$ cat src/sv/kmpq_pkg.sv
// Keyed min priority queue: shared field widths, operation and action codes,
// and the scan token and apply command structs. No dependencies.
`default_nettype none

package kmpq_pkg;

	localparam int KEY_W = 16;
	localparam int VAL_W = 32;
	// position field covers the largest supported capacity (1024 entries)
	localparam int POS_W = 10;

	localparam logic [1:0] OP_PUT = 2'd0;
	localparam logic [1:0] OP_POP = 2'd1;
	localparam logic [1:0] OP_UPD = 2'd2;

	localparam logic [1:0] ACT_NONE   = 2'd0;
	localparam logic [1:0] ACT_WRITE  = 2'd1;
	localparam logic [1:0] ACT_APPEND = 2'd2;
	localparam logic [1:0] ACT_SHIFT  = 2'd3;

	// token that walks the cell row, one cell per cycle
	typedef struct packed {
		logic                    live;
		logic                    hit;
		logic [POS_W-1:0]        hit_pos;
		logic                    have;
		logic [POS_W-1:0]        best_pos;
		logic [KEY_W-1:0]        best_key;
		logic signed [VAL_W-1:0] best_val;
	} token_t;

	// command broadcast to every cell in the same cycle
	typedef struct packed {
		logic [1:0]              kind;
		logic [POS_W-1:0]        pos;
		logic [KEY_W-1:0]        key;
		logic signed [VAL_W-1:0] val;
	} action_t;

endpackage

`default_nettype wire

$ cat src/sv/kmpq_cell.sv
// One storage cell of the keyed min priority queue: holds one key/value pair,
// updates the passing scan token and applies broadcast actions. Uses kmpq_pkg.
`default_nettype none

module kmpq_cell
	import kmpq_pkg::*;
#(
	parameter int IDX = 0,
	parameter int CW  = 5
) (
	input  wire                     clk,
	input  wire                     arst_n,
	input  wire [CW-1:0]            count,
	input  wire [KEY_W-1:0]         key,
	input  token_t                  tok_in,
	output token_t                  tok_out,
	input  action_t                 act,
	input  wire [KEY_W-1:0]         nxt_key,
	input  wire signed [VAL_W-1:0]  nxt_val,
	output logic [KEY_W-1:0]        ent_key,
	output logic signed [VAL_W-1:0] ent_val
);

	localparam logic [POS_W-1:0] IDX_P = POS_W'(IDX);
	localparam logic [CW-1:0]    IDX_C = CW'(IDX);

	logic [KEY_W-1:0]        key_q;
	logic signed [VAL_W-1:0] val_q;
	token_t                  tok_q;
	token_t                  tok_d;
	logic                    occupied;

	assign occupied = (IDX_C < count);

	// fold this entry into the token: first key match, strict minimum
	always_comb begin
		tok_d = tok_in;
		if (tok_in.live && occupied) begin
			if (!tok_in.hit && (key_q == key)) begin
				tok_d.hit     = 1'b1;
				tok_d.hit_pos = IDX_P;
			end
			if (!tok_in.have || (val_q < tok_in.best_val)) begin
				tok_d.have     = 1'b1;
				tok_d.best_pos = IDX_P;
				tok_d.best_key = key_q;
				tok_d.best_val = val_q;
			end
		end
	end

	always_ff @(posedge clk or negedge arst_n) begin
		if (!arst_n) begin
			tok_q <= '0;
		end else begin
			tok_q <= tok_d;
		end
	end

	// entry storage: overwrite, fill at tail, or close up from the neighbor
	always_ff @(posedge clk) begin
		case (act.kind)
			ACT_WRITE: begin
				if (act.pos == IDX_P) begin
					val_q <= act.val;
				end
			end
			ACT_APPEND: begin
				if (act.pos == IDX_P) begin
					key_q <= act.key;
					val_q <= act.val;
				end
			end
			ACT_SHIFT: begin
				if (IDX_P >= act.pos) begin
					key_q <= nxt_key;
					val_q <= nxt_val;
				end
			end
			default: begin
			end
		endcase
	end

	assign tok_out = tok_q;
	assign ent_key = key_q;
	assign ent_val = val_q;

endmodule

`default_nettype wire

$ cat src/sv/keyed_min_priority_queue_top.sv
// Keyed min priority queue top level: request sequencer over a row of
// kmpq_cell storage cells. Uses kmpq_pkg and kmpq_cell.
`default_nettype none

// Usage
//   Request channel: drive op, in_key and in_value and raise start; the
//   request is taken at a rising edge with start high and busy low.
//   op 0 inserts a pair (or overwrites the value of a present key), op 1
//   removes the entry with the smallest signed value (earliest on ties),
//   op 2 overwrites the value of a present key only; op 3 does nothing.
//   Result channel: done is high for exactly one cycle with out_key,
//   out_value, found, now_empty and overflow valid. The receiver cannot
//   stall; a result not taken in that cycle is gone.
//   Timing: a scan token enters the first cell the cycle after acceptance
//   and moves one cell per cycle through the whole row. In the cycle after
//   it leaves the row the action is broadcast to all cells, and in the
//   cycle after that done fires. A new request can be taken in the done
//   cycle but not before, so requests do not overlap: each one waits for
//   the walk of the token along the cell row.
//   Reset: arst_n clears the entry count and the sequencer; the queue is
//   empty afterwards and busy is low.

module keyed_min_priority_queue_top
	import kmpq_pkg::*;
#(
	parameter int CAPACITY = 16
) (
	input  wire                     clk,
	input  wire                     arst_n,
	input  wire                     start,
	output logic                    busy,
	input  wire [1:0]               op,
	input  wire [KEY_W-1:0]         in_key,
	input  wire signed [VAL_W-1:0]  in_value,
	output logic                    done,
	output logic [KEY_W-1:0]        out_key,
	output logic signed [VAL_W-1:0] out_value,
	output logic                    found,
	output logic                    now_empty,
	output logic                    overflow
);

	localparam int CW = $clog2(CAPACITY + 1);
	localparam logic [CW-1:0] CAP_C = CW'(CAPACITY);

	localparam logic [1:0] ST_IDLE  = 2'd0;
	localparam logic [1:0] ST_SCAN  = 2'd1;
	localparam logic [1:0] ST_APPLY = 2'd2;

	logic [1:0]              state_q;
	logic [CW-1:0]           count_q;
	logic [1:0]              op_q;
	logic [KEY_W-1:0]        key_q;
	logic signed [VAL_W-1:0] val_q;
	logic                    seed_live_q;
	token_t                  seed;
	action_t                 act_q;
	logic                    done_q;
	logic [KEY_W-1:0]        out_key_q;
	logic signed [VAL_W-1:0] out_val_q;
	logic                    found_q;
	logic                    overflow_q;

	token_t                  tok [CAPACITY+1];
	logic [KEY_W-1:0]        ent_key [CAPACITY];
	logic signed [VAL_W-1:0] ent_val [CAPACITY];
	token_t                  tail;
	logic                    accept;

	assign accept = start && (state_q == ST_IDLE);
	assign busy   = (state_q != ST_IDLE);
	assign tok[0] = seed;
	assign tail   = tok[CAPACITY];

	// Cell row: token flows from cell 0 to the tail; on a shift each cell from
	// the removed position on takes the next cell's pair, the last its own.
	for (genvar i = 0; i < CAPACITY; i++) begin : g_cell
		logic [KEY_W-1:0]        nk;
		logic signed [VAL_W-1:0] nv;
		if (i == CAPACITY - 1) begin : g_last
			assign nk = ent_key[i];
			assign nv = ent_val[i];
		end else begin : g_mid
			assign nk = ent_key[i+1];
			assign nv = ent_val[i+1];
		end
		kmpq_cell #(
			.IDX (i),
			.CW  (CW)
		) u_cell (
			.clk     (clk),
			.arst_n  (arst_n),
			.count   (count_q),
			.key     (key_q),
			.tok_in  (tok[i]),
			.tok_out (tok[i+1]),
			.act     (act_q),
			.nxt_key (nk),
			.nxt_val (nv),
			.ent_key (ent_key[i]),
			.ent_val (ent_val[i])
		);
	end

	// Request payload: hold for the whole scan.
	always_ff @(posedge clk) begin
		if (accept) begin
			op_q  <= op;
			key_q <= in_key;
			val_q <= in_value;
		end
	end

	// Seed token: empty handed, live for exactly one cycle.
	always_ff @(posedge clk or negedge arst_n) begin
		if (!arst_n) begin
			seed_live_q <= 1'b0;
		end else begin
			seed_live_q <= accept;
		end
	end

	always_comb begin
		seed      = '0;
		seed.live = seed_live_q;
	end

	// Sequencer: wait for the token at the tail, decide, broadcast, report.
	always_ff @(posedge clk or negedge arst_n) begin
		if (!arst_n) begin
			state_q <= ST_IDLE;
			count_q <= '0;
			act_q   <= '0;
			done_q  <= 1'b0;
		end else begin
			done_q     <= 1'b0;
			act_q.kind <= ACT_NONE;
			case (state_q)
				ST_IDLE: begin
					if (accept) begin
						state_q <= ST_SCAN;
					end
				end
				ST_SCAN: begin
					if (tail.live) begin
						state_q   <= ST_APPLY;
						act_q.key <= key_q;
						act_q.val <= val_q;
						if (op_q == OP_POP) begin
							act_q.pos <= tail.best_pos;
						end else if (tail.hit) begin
							act_q.pos <= tail.hit_pos;
						end else begin
							act_q.pos <= POS_W'(count_q);
						end
						case (op_q)
							OP_PUT: begin
								if (tail.hit) begin
									act_q.kind <= ACT_WRITE;
								end else if (count_q < CAP_C) begin
									act_q.kind <= ACT_APPEND;
									count_q    <= count_q + CW'(1);
								end
							end
							OP_POP: begin
								if (tail.have) begin
									act_q.kind <= ACT_SHIFT;
									count_q    <= count_q - CW'(1);
								end
							end
							OP_UPD: begin
								if (tail.hit) begin
									act_q.kind <= ACT_WRITE;
								end
							end
							default: begin
							end
						endcase
					end
				end
				ST_APPLY: begin
					state_q <= ST_IDLE;
					done_q  <= 1'b1;
				end
				default: begin
					state_q <= ST_IDLE;
				end
			endcase
		end
	end

	// Result fields, captured as the token arrives.
	always_ff @(posedge clk) begin
		if ((state_q == ST_SCAN) && tail.live) begin
			found_q    <= (op_q == OP_POP) && tail.have;
			out_key_q  <= ((op_q == OP_POP) && tail.have) ? tail.best_key : '0;
			out_val_q  <= ((op_q == OP_POP) && tail.have) ? tail.best_val : '0;
			overflow_q <= (op_q == OP_PUT) && !tail.hit && (count_q == CAP_C);
		end
	end

	assign done      = done_q;
	assign out_key   = out_key_q;
	assign out_value = out_val_q;
	assign found     = found_q;
	assign overflow  = overflow_q;
	assign now_empty = (count_q == '0);

	// A result strobe only ever follows the broadcast cycle.
	a_done_after_apply: assert property (@(posedge clk) disable iff (!arst_n)
		done |-> $past(state_q == ST_APPLY))
		else $error("done without a preceding apply cycle");

	// The entry count never passes the capacity.
	a_count_bound: assert property (@(posedge clk) disable iff (!arst_n)
		count_q <= CAP_C)
		else $error("entry count above capacity");

	// The scan token only reaches the tail while the sequencer waits for it.
	a_tail_in_scan: assert property (@(posedge clk) disable iff (!arst_n)
		tail.live |-> (state_q == ST_SCAN))
		else $error("token at tail outside scan");

	// A dequeue result and an overflow never come together.
	a_found_ovf: assert property (@(posedge clk) disable iff (!arst_n)
		done |-> !(found && overflow))
		else $error("found and overflow both set");

endmodule

`default_nettype wire
$ cat config.mk
export PLATFORM = sky130hd
export DESIGN_NAME = keyed_min_priority_queue_top
export DESIGN_NICKNAME = d
export VERILOG_FILES = /design/src/sv/kmpq_pkg.sv /design/src/sv/kmpq_cell.sv /design/src/sv/keyed_min_priority_queue_top.sv
export SDC_FILE = /design/constraint.sdc
export NUM_CORES = 2
export LEC_CHECK = 0
export BUFFER_PORTS_ARGS = -buffer_cell sky130_fd_sc_hd__buf_2
export CAP_MARGIN = 20
export CORE_AREA = 2 2 393 395
export DETAILED_ROUTE_END_ITERATION = 8
export DIE_AREA = 0 0 395 397
export PLACE_DENSITY = 0.73
export SYNTH_ARGS = -nofsm -noshare
export SYNTH_HDL_FRONTEND = slang
export SYNTH_SLANG_ARGS = --single-unit
$ cat constraint.sdc
create_clock -name clk -period 4 [get_ports clk]
set_input_delay 0.6 -clock clk [delete_from_list [all_inputs] [get_ports clk]]
set_output_delay 0.6 -clock clk [all_outputs]
set_load 0.01 [all_outputs]
Word-level counts from Yosys, hierarchy flattened
Index checks and enable logic that the tools add are counted.
{"block": "op_classes", "addsub": 2, "order_cmp": 47, "eq_ne": 89, "mux": 154, "n_reduce_logical": 126}
{"operator": "70-bit 2-to-1 mux", "n": 16}
{"operator": "32-bit 2-to-1 mux", "n": 30}
{"operator": "32-bit one-hot mux with 2 select lines", "n": 15}
{"operator": "59-bit 2-to-1 mux", "n": 15}
{"operator": "32-bit less-than comparator", "n": 15}
{"operator": "16-bit 2-to-1 mux", "n": 30}
{"operator": "16-bit one-hot mux with 2 select lines", "n": 15}
{"operator": "16-bit equality test", "n": 16}
{"operator": "11-bit 2-to-1 mux", "n": 16}
{"operator": "60-bit 2-to-1 mux", "n": 2}
{"operator": "2-bit by 1-bit != test with 1-bit output, second input constant", "n": 47}
{"operator": "3-bit AND reduction", "n": 30}
{"operator": "10-bit by 4-bit equality test with 1-bit output, second input constant", "n": 8}
{"operator": "4-bit by 10-bit >= comparator with 1-bit output, first input constant", "n": 7}
{"operator": "10-bit by 3-bit equality test with 1-bit output, second input constant", "n": 4}
{"operator": "3-bit by 10-bit >= comparator with 1-bit output, first input constant", "n": 4}
{"operator": "4-bit by 5-bit less-than comparator with 1-bit output, first input constant", "n": 8}
{"operator": "1-bit logical AND", "n": 36}
{"operator": "1-bit logical NOT", "n": 31}
{"operator": "10-bit by 2-bit equality test with 1-bit output, second input constant", "n": 2}
{"operator": "1-bit by 10-bit >= comparator with 1-bit output, first input constant", "n": 2}
{"operator": "2-bit by 10-bit >= comparator with 1-bit output, first input constant", "n": 2}
{"operator": "3-bit by 5-bit less-than comparator with 1-bit output, first input constant", "n": 4}
{"operator": "10-bit 2-to-1 mux", "n": 2}
{"operator": "other kinds (24)", "n": 61}
{"block": "totals", "regBits": 2073, "input_bits": 53, "word_cells": 577}

Depth between registers and ports, before layout
{"block": "depth", "depth_word": 6, "ltp_mapped": 11}

Hierarchy
Synthesis repeated with hierarchy kept, for this count alone.
{"block": "hier_totals", "cells_unflattened": 11398, "area_unflattened_um2": 123318.3}
{"mod": "kmpq_cell (g_cell[11].u_cell ...)", "instances": 2, "cells_per_inst": 673, "area_per_inst_um2": 7290.7}
{"mod": "kmpq_cell (g_cell[9].u_cell)", "instances": 1, "cells_per_inst": 828, "area_per_inst_um2": 7767.4}
{"mod": "kmpq_cell (g_cell[8].u_cell)", "instances": 1, "cells_per_inst": 826, "area_per_inst_um2": 7763.7}
{"mod": "kmpq_cell (g_cell[7].u_cell)", "instances": 1, "cells_per_inst": 827, "area_per_inst_um2": 7754.9}
{"mod": "kmpq_cell (g_cell[15].u_cell)", "instances": 1, "cells_per_inst": 689, "area_per_inst_um2": 7692.4}
{"mod": "kmpq_cell (g_cell[4].u_cell)", "instances": 1, "cells_per_inst": 633, "area_per_inst_um2": 7465.9}
{"mod": "kmpq_cell (g_cell[13].u_cell)", "instances": 1, "cells_per_inst": 636, "area_per_inst_um2": 7460.9}
{"mod": "kmpq_cell (g_cell[12].u_cell)", "instances": 1, "cells_per_inst": 674, "area_per_inst_um2": 7433.4}
{"mod": "kmpq_cell (g_cell[10].u_cell)", "instances": 1, "cells_per_inst": 712, "area_per_inst_um2": 7398.3}
{"mod": "kmpq_cell (g_cell[0].u_cell)", "instances": 1, "cells_per_inst": 669, "area_per_inst_um2": 7372.1}
{"mod": "kmpq_cell (g_cell[2].u_cell)", "instances": 1, "cells_per_inst": 672, "area_per_inst_um2": 7293.2}
{"mod": "kmpq_cell (g_cell[5].u_cell)", "instances": 1, "cells_per_inst": 673, "area_per_inst_um2": 7292.0}
{"mod": "kmpq_cell (g_cell[3].u_cell)", "instances": 1, "cells_per_inst": 670, "area_per_inst_um2": 7123.1}
{"mod": "kmpq_cell (g_cell[1].u_cell)", "instances": 1, "cells_per_inst": 669, "area_per_inst_um2": 7114.3}
{"mod": "+2 rows"}

Least setup slack after synthesis
Ideal clock, no wire load.
{"block": "synth_timing", "kind": "flip-flop to flip-flop", "from": "register act_q[51] in the netlist's numbering", "to": "register g_cell[6].u_cell.val_q[0], enable pin", "arrival_time_ns": 3.556, "t_required_ns": 3.530, "path_slack_ns": -0.026, "stages_incl_launch_ff": 6, "path_buffers": 2, "path_cell_list": "dfrtp_1 -> clkbuf_1 -> or2_2 -> clkbuf_1 -> o21a_1 -> a211oi_1"}
{"block": "synth_via", "elab_chain_len": 3, "word_cells_on_any_way": 5}
{"element": "start: declaration", "line_no": "keyed_min_priority_queue_top.sv:57", "text": "action_t act_q;"}
{"element": "3-bit by 10-bit >= comparator with 1-bit output or 10-bit by 3-bit equality test with 1-bit output (tied branches)", "line_no": "kmpq_cell.sv:75, kmpq_cell.sv:64, kmpq_cell.sv:69"}
{"element": "2-bit by 1-bit != test with 1-bit output (no line)"}
{"element": "3-bit AND reduction (no line) (*)"}
{"element": "end signal: assignment", "line_no": "kmpq_cell.sv:65", "text": "val_q <= act.val;"}
{"element": "end signal: assignment", "line_no": "kmpq_cell.sv:71", "text": "val_q <= act.val;"}
{"element": "end signal: assignment", "line_no": "kmpq_cell.sv:77", "text": "val_q <= nxt_val;"}
{"element": "end: declaration", "line_no": "kmpq_cell.sv:28", "text": "logic signed [VAL_W-1:0] val_q;"}
Mark *: on every way between the ends. The rest lies on a longest branch, timed or not.
A chain may end at the register's enable or synchronous reset.

==> metrics.md <==
| Metric | Value |
|---|---|
| Met2 usage | between 40% and 50% |
| Root Buffer Master | clkbuf_16 |
| Setup CP Type | flop to flop |
| Status | completed |
| Worst reg2reg startpoint | g_cell[12].u_cell.ent_val[1] |
| CTS clk-pin slew, worst paths | around 0.060 ns |
| Final ANT Viol Nets | 0 |
| Tcrit/Tclk final | a little over nine tenths |
| Synth Instances | roughly 7,000 |
| FF-to-FF setup slack | ~0.16 ns |
| Async set or reset register ratio after synthesis | 52.98% |
| DR WL/cell | 21.22 µm |
| DRC | 0 |
| Setup violations, final | 0 |
| Via count | ~53,000 |
| Pwr dens | about 450 mW/mm² |
| Synthesis Warnings | 0 |
| Routability cong. | just under 0.9 |
| Post-DP HPWL | 140.8 mm |
| Initial cell density of the core | 54.58% |
| Slew Limit Fails | 0 |
| CP endpoint kind | flop |
| # H-tree levels | 4 |
| GRT met3 Usage | under 10% |
| Met1 GRT Util | a little over a third |
| Worst slack at placement | roughly 0.18 ns |
| I/O pins | roughly 110 |
| RSZ-0062 raised after global routing | false |
| Vias in the first global route | ~55,000 |
| Area Overhead vs Synth | 11.65% |
| R2r endpoint | g_cell[12].u_cell.tok_out[33] |
| Router iterations before antenna repair | 6 |
| WL final | ~200 mm |
| Final nets | 7,684 |
| Vias per cell | about 5.6 |
| Setup ws final | 0.1568 ns |
| Pin count of the biggest net entering global routing | roughly 190 |
| Number of buffers added on ports | 105 |
| DRC marker count from the first detailed-route iteration | about 4,200 |
| Synth Area per Inst | roughly 12 µm² |
| Gr ovfl total | 0 |
| Tightest Hold Check Type | primary input to flop |
| Initial antenna violation count | 2 |
| Fmax | between 200 and 300 MHz |
| Peak VDD IR | about 0.0004 V |
| Top_reg_cell synth | dfrtp_1 |
| Core area | around 0.15 mm² |
| Worst Hold End | val_q[15] |
| HP Start | in_value[15] |
| Final Hold Fails | 0 |
| Gr busiest metal | met2 |
| Distinct cells, synth | roughly 70 |
| Hold path depth | 1 |
| P_leak | between 0.04 and 0.05 µW |
| GRT Total Usage | approximately a quarter |
| Max-cap violations | 0 |
| First-pass GRT wire length | about 310 mm |
| Crit path max fanout | 28 |
| Sink Count | 1,846 |
| Syn Std Cell Area | between 0.08 and 0.09 mm² |
| Synthesized flop and latch total | between 1,500 and 2,000 |
| EDFF count, synth | around 870 |
| Post-synthesis sequential area ratio | 60.53% |
| Min Tclk post-route | between 3 and 4 ns |
| FP Rows | between 100 and 150 |
| Die Y-Extent | between 300 and 400 µm |
| Die area | ~0.16 mm² |
| Syn nets | approximately 7,500 |
| Clock Latency Late Sink | between 0.8 and 0.9 ns |
| Clock buffer depth | 3 |
| Width of the chip | 395 µm |
| Cells on worst reg2reg path | 9 |
| Cts bufs inserted | 180 |
| Normalized max-slew margin | 29.52% |
| Type of element launching the critical path | flop |
| Share of post-route cells with drive strength above 1 | 18.50% |
| Skew final | between 0.02 and 0.03 ns |
| Worst slew pin tran | between 1 and 1.5 ns |
| CTS tree | done |
| Crit path arrival time | between 4 and 5 ns |
| Req. time, crit path | ~4.7 ns |
| Tot Pwr | 42,300 µW |
## worst max-delay path, cell delays in order, from the launching register on
cell and delay [ns]:
edfxtp_1 0.42, ha_1 0.31, a2111oi_0 0.52, a2111oi_0 0.25, o31ai_1 0.53, buf_4 0.21, o2bb2ai_1 0.18, nor2_4 0.44
buf_4 0.45, mux2_2 0.39
## placed cells by master (no fill, tap or decap), types with 7 or more instances in the layout
master and count:
clkbuf_8 36, nand4_1 107, xnor2_1 152, a21boi_0 8
clkbuf_1 64, clkbuf_16 185, bufinv_16 7, a2111oi_0 17
o21a_1 12, nor2_1 91, mux2_1 20, nor4_1 54
ha_1 471, dlygate4sd3_1 38, a21oi_1 206, and2_1 55
dfrtp_1 978, nand3_1 57, a221o_1 12, nand2b_1 94
edfxtp_1 868, a21o_1 25, buf_12 18, and3_1 50
o21ai_0 81, clkinv_1 7, xor2_1 109, buf_4 136
inv_1 485, nor3_1 15, and4_1 16, a211oi_1 13
mux2_2 701, clkinv_2 26, nand2_1 1741, nor2b_1 43
buf_2 104, or2_2 69, nor2_4 9
## kinds of logic after synthesis
family                     count (synthesis)  synth area share, %
and+or+nand+nor                         2424                12.62
DFF                                     1846                60.53
buffers and inverters                    774                3.740
muxes                                    726                9.784
adders and majority gates                472                7.073
AOI/OAI and AO/OA                        460                3.520
xor gates and xnor gates                 261                2.738
## stage by stage
stage	instance area, µm²	hold slack [ns]	utilization (%)	setup TNS (ns)	std cells
2_1_floorplan	83510	0.3044	-	0	6963
3_3_place_gp	86910	0.3482	56.82	-0.9814	8977
3_5_place_dp	86930	0.3580	56.83	0	8978
4_1_cts	93170	0.002204	60.91	0	9353
5_1_grt	93220	0.01683	60.94	0	9359
6_report	93220	0.03539	60.94	0	9359
## state kept, by name, indices dropped and copies added (netlist names), 2 cells and up
signal,flops
act_q,55
count_q,5
g_cell.u_cell.ent_key,256
g_cell.u_cell.ent_val,512
g_cell.u_cell.tok_out,914
key_q,16
op_q,2
out_key,16
out_value,32
state_q,2
val_q,32
## synth_stat cells (all sizes together) (7+ instances only)
cell type	instances	area (µm²)
nand2	1741	6535
dfrtp	978	24470
edfxtp	868	26070
mux2	721	8119
inv	487	1828
ha	472	5906
a21oi	213	1066
clkbuf	212	795.8
xnor2	152	1331
xor2	109	954.7
nand4	107	669.4
nor2	104	390.4
nand2b	94	588.1
o21ai	84	420.4
buf	75	499.2
or2	69	431.7
nand3	58	295.3
and2	55	344.1
nor4	55	350.3
and3	50	312.8
nor2b	44	275.3
a21o	27	202.7
a2111oi	23	226.5
a211oi	19	152.6
nor3	17	85.08
and4	16	140.1
a221o	12	120.1
o21a	12	90.09
a21boi	9	67.56
o22ai	7	50.05
## per-layer routing
metal | vias to the layer above | wire length (µm)
li1 | 24090 | -
met1 | 26950 | 85550
met2 | 1398 | 97570
met3 | 331 | 10710
met4 | 0 | 4735
met5 | - | 0
## final cells by class
cell class	count	area (µm²)
clock buffer	285	5365
tap	2044	2557
inverter	487	1831
antenna	1	2.502
sequential	1846	50540
timing repair buffer	299	2312
fill	11780	59740
multi-input combinational	4345	30110
clock inverter	52	503.0
## power by group
group | switching, µW | total (µW) | internal (µW)
Sequential | 507 | 21600 | 21100
Clock | 7210 | 16900 | 9660
Combinational | 2370 | 3790 | 1420
Total | 10100 | 42300 | 32200
## what timing repair did
item                                   4_1_cts  5_1_grt
endpoints found under the hold margin       92        0
hold buffers                                38        0
buffers inserted                             0        1
resized for setup                            0        0
setup endpoints to repair                    0       48
## how the worst max path moves through the flow
stage	from	to	slack, ns	cells past startpoint
2_1_floorplan	act_q[48]	g_cell[11].u_cell.ent_val[0]	0.05	5
3_3_place_gp	g_cell[1].u_cell.ent_val[15]	g_cell[1].u_cell.tok_out[2]	-0.04	9
3_5_place_dp	g_cell[12].u_cell.ent_val[1]	g_cell[12].u_cell.tok_out[45]	0.18	9
4_1_cts	g_cell[12].u_cell.ent_val[1]	g_cell[12].u_cell.tok_out[33]	0.13	9
5_1_grt	g_cell[12].u_cell.ent_val[1]	g_cell[12].u_cell.tok_out[33]	0.04	9
6_report	g_cell[12].u_cell.ent_val[1]	g_cell[12].u_cell.tok_out[33]	0.16	9
Power figures use the tool's default switching activity.
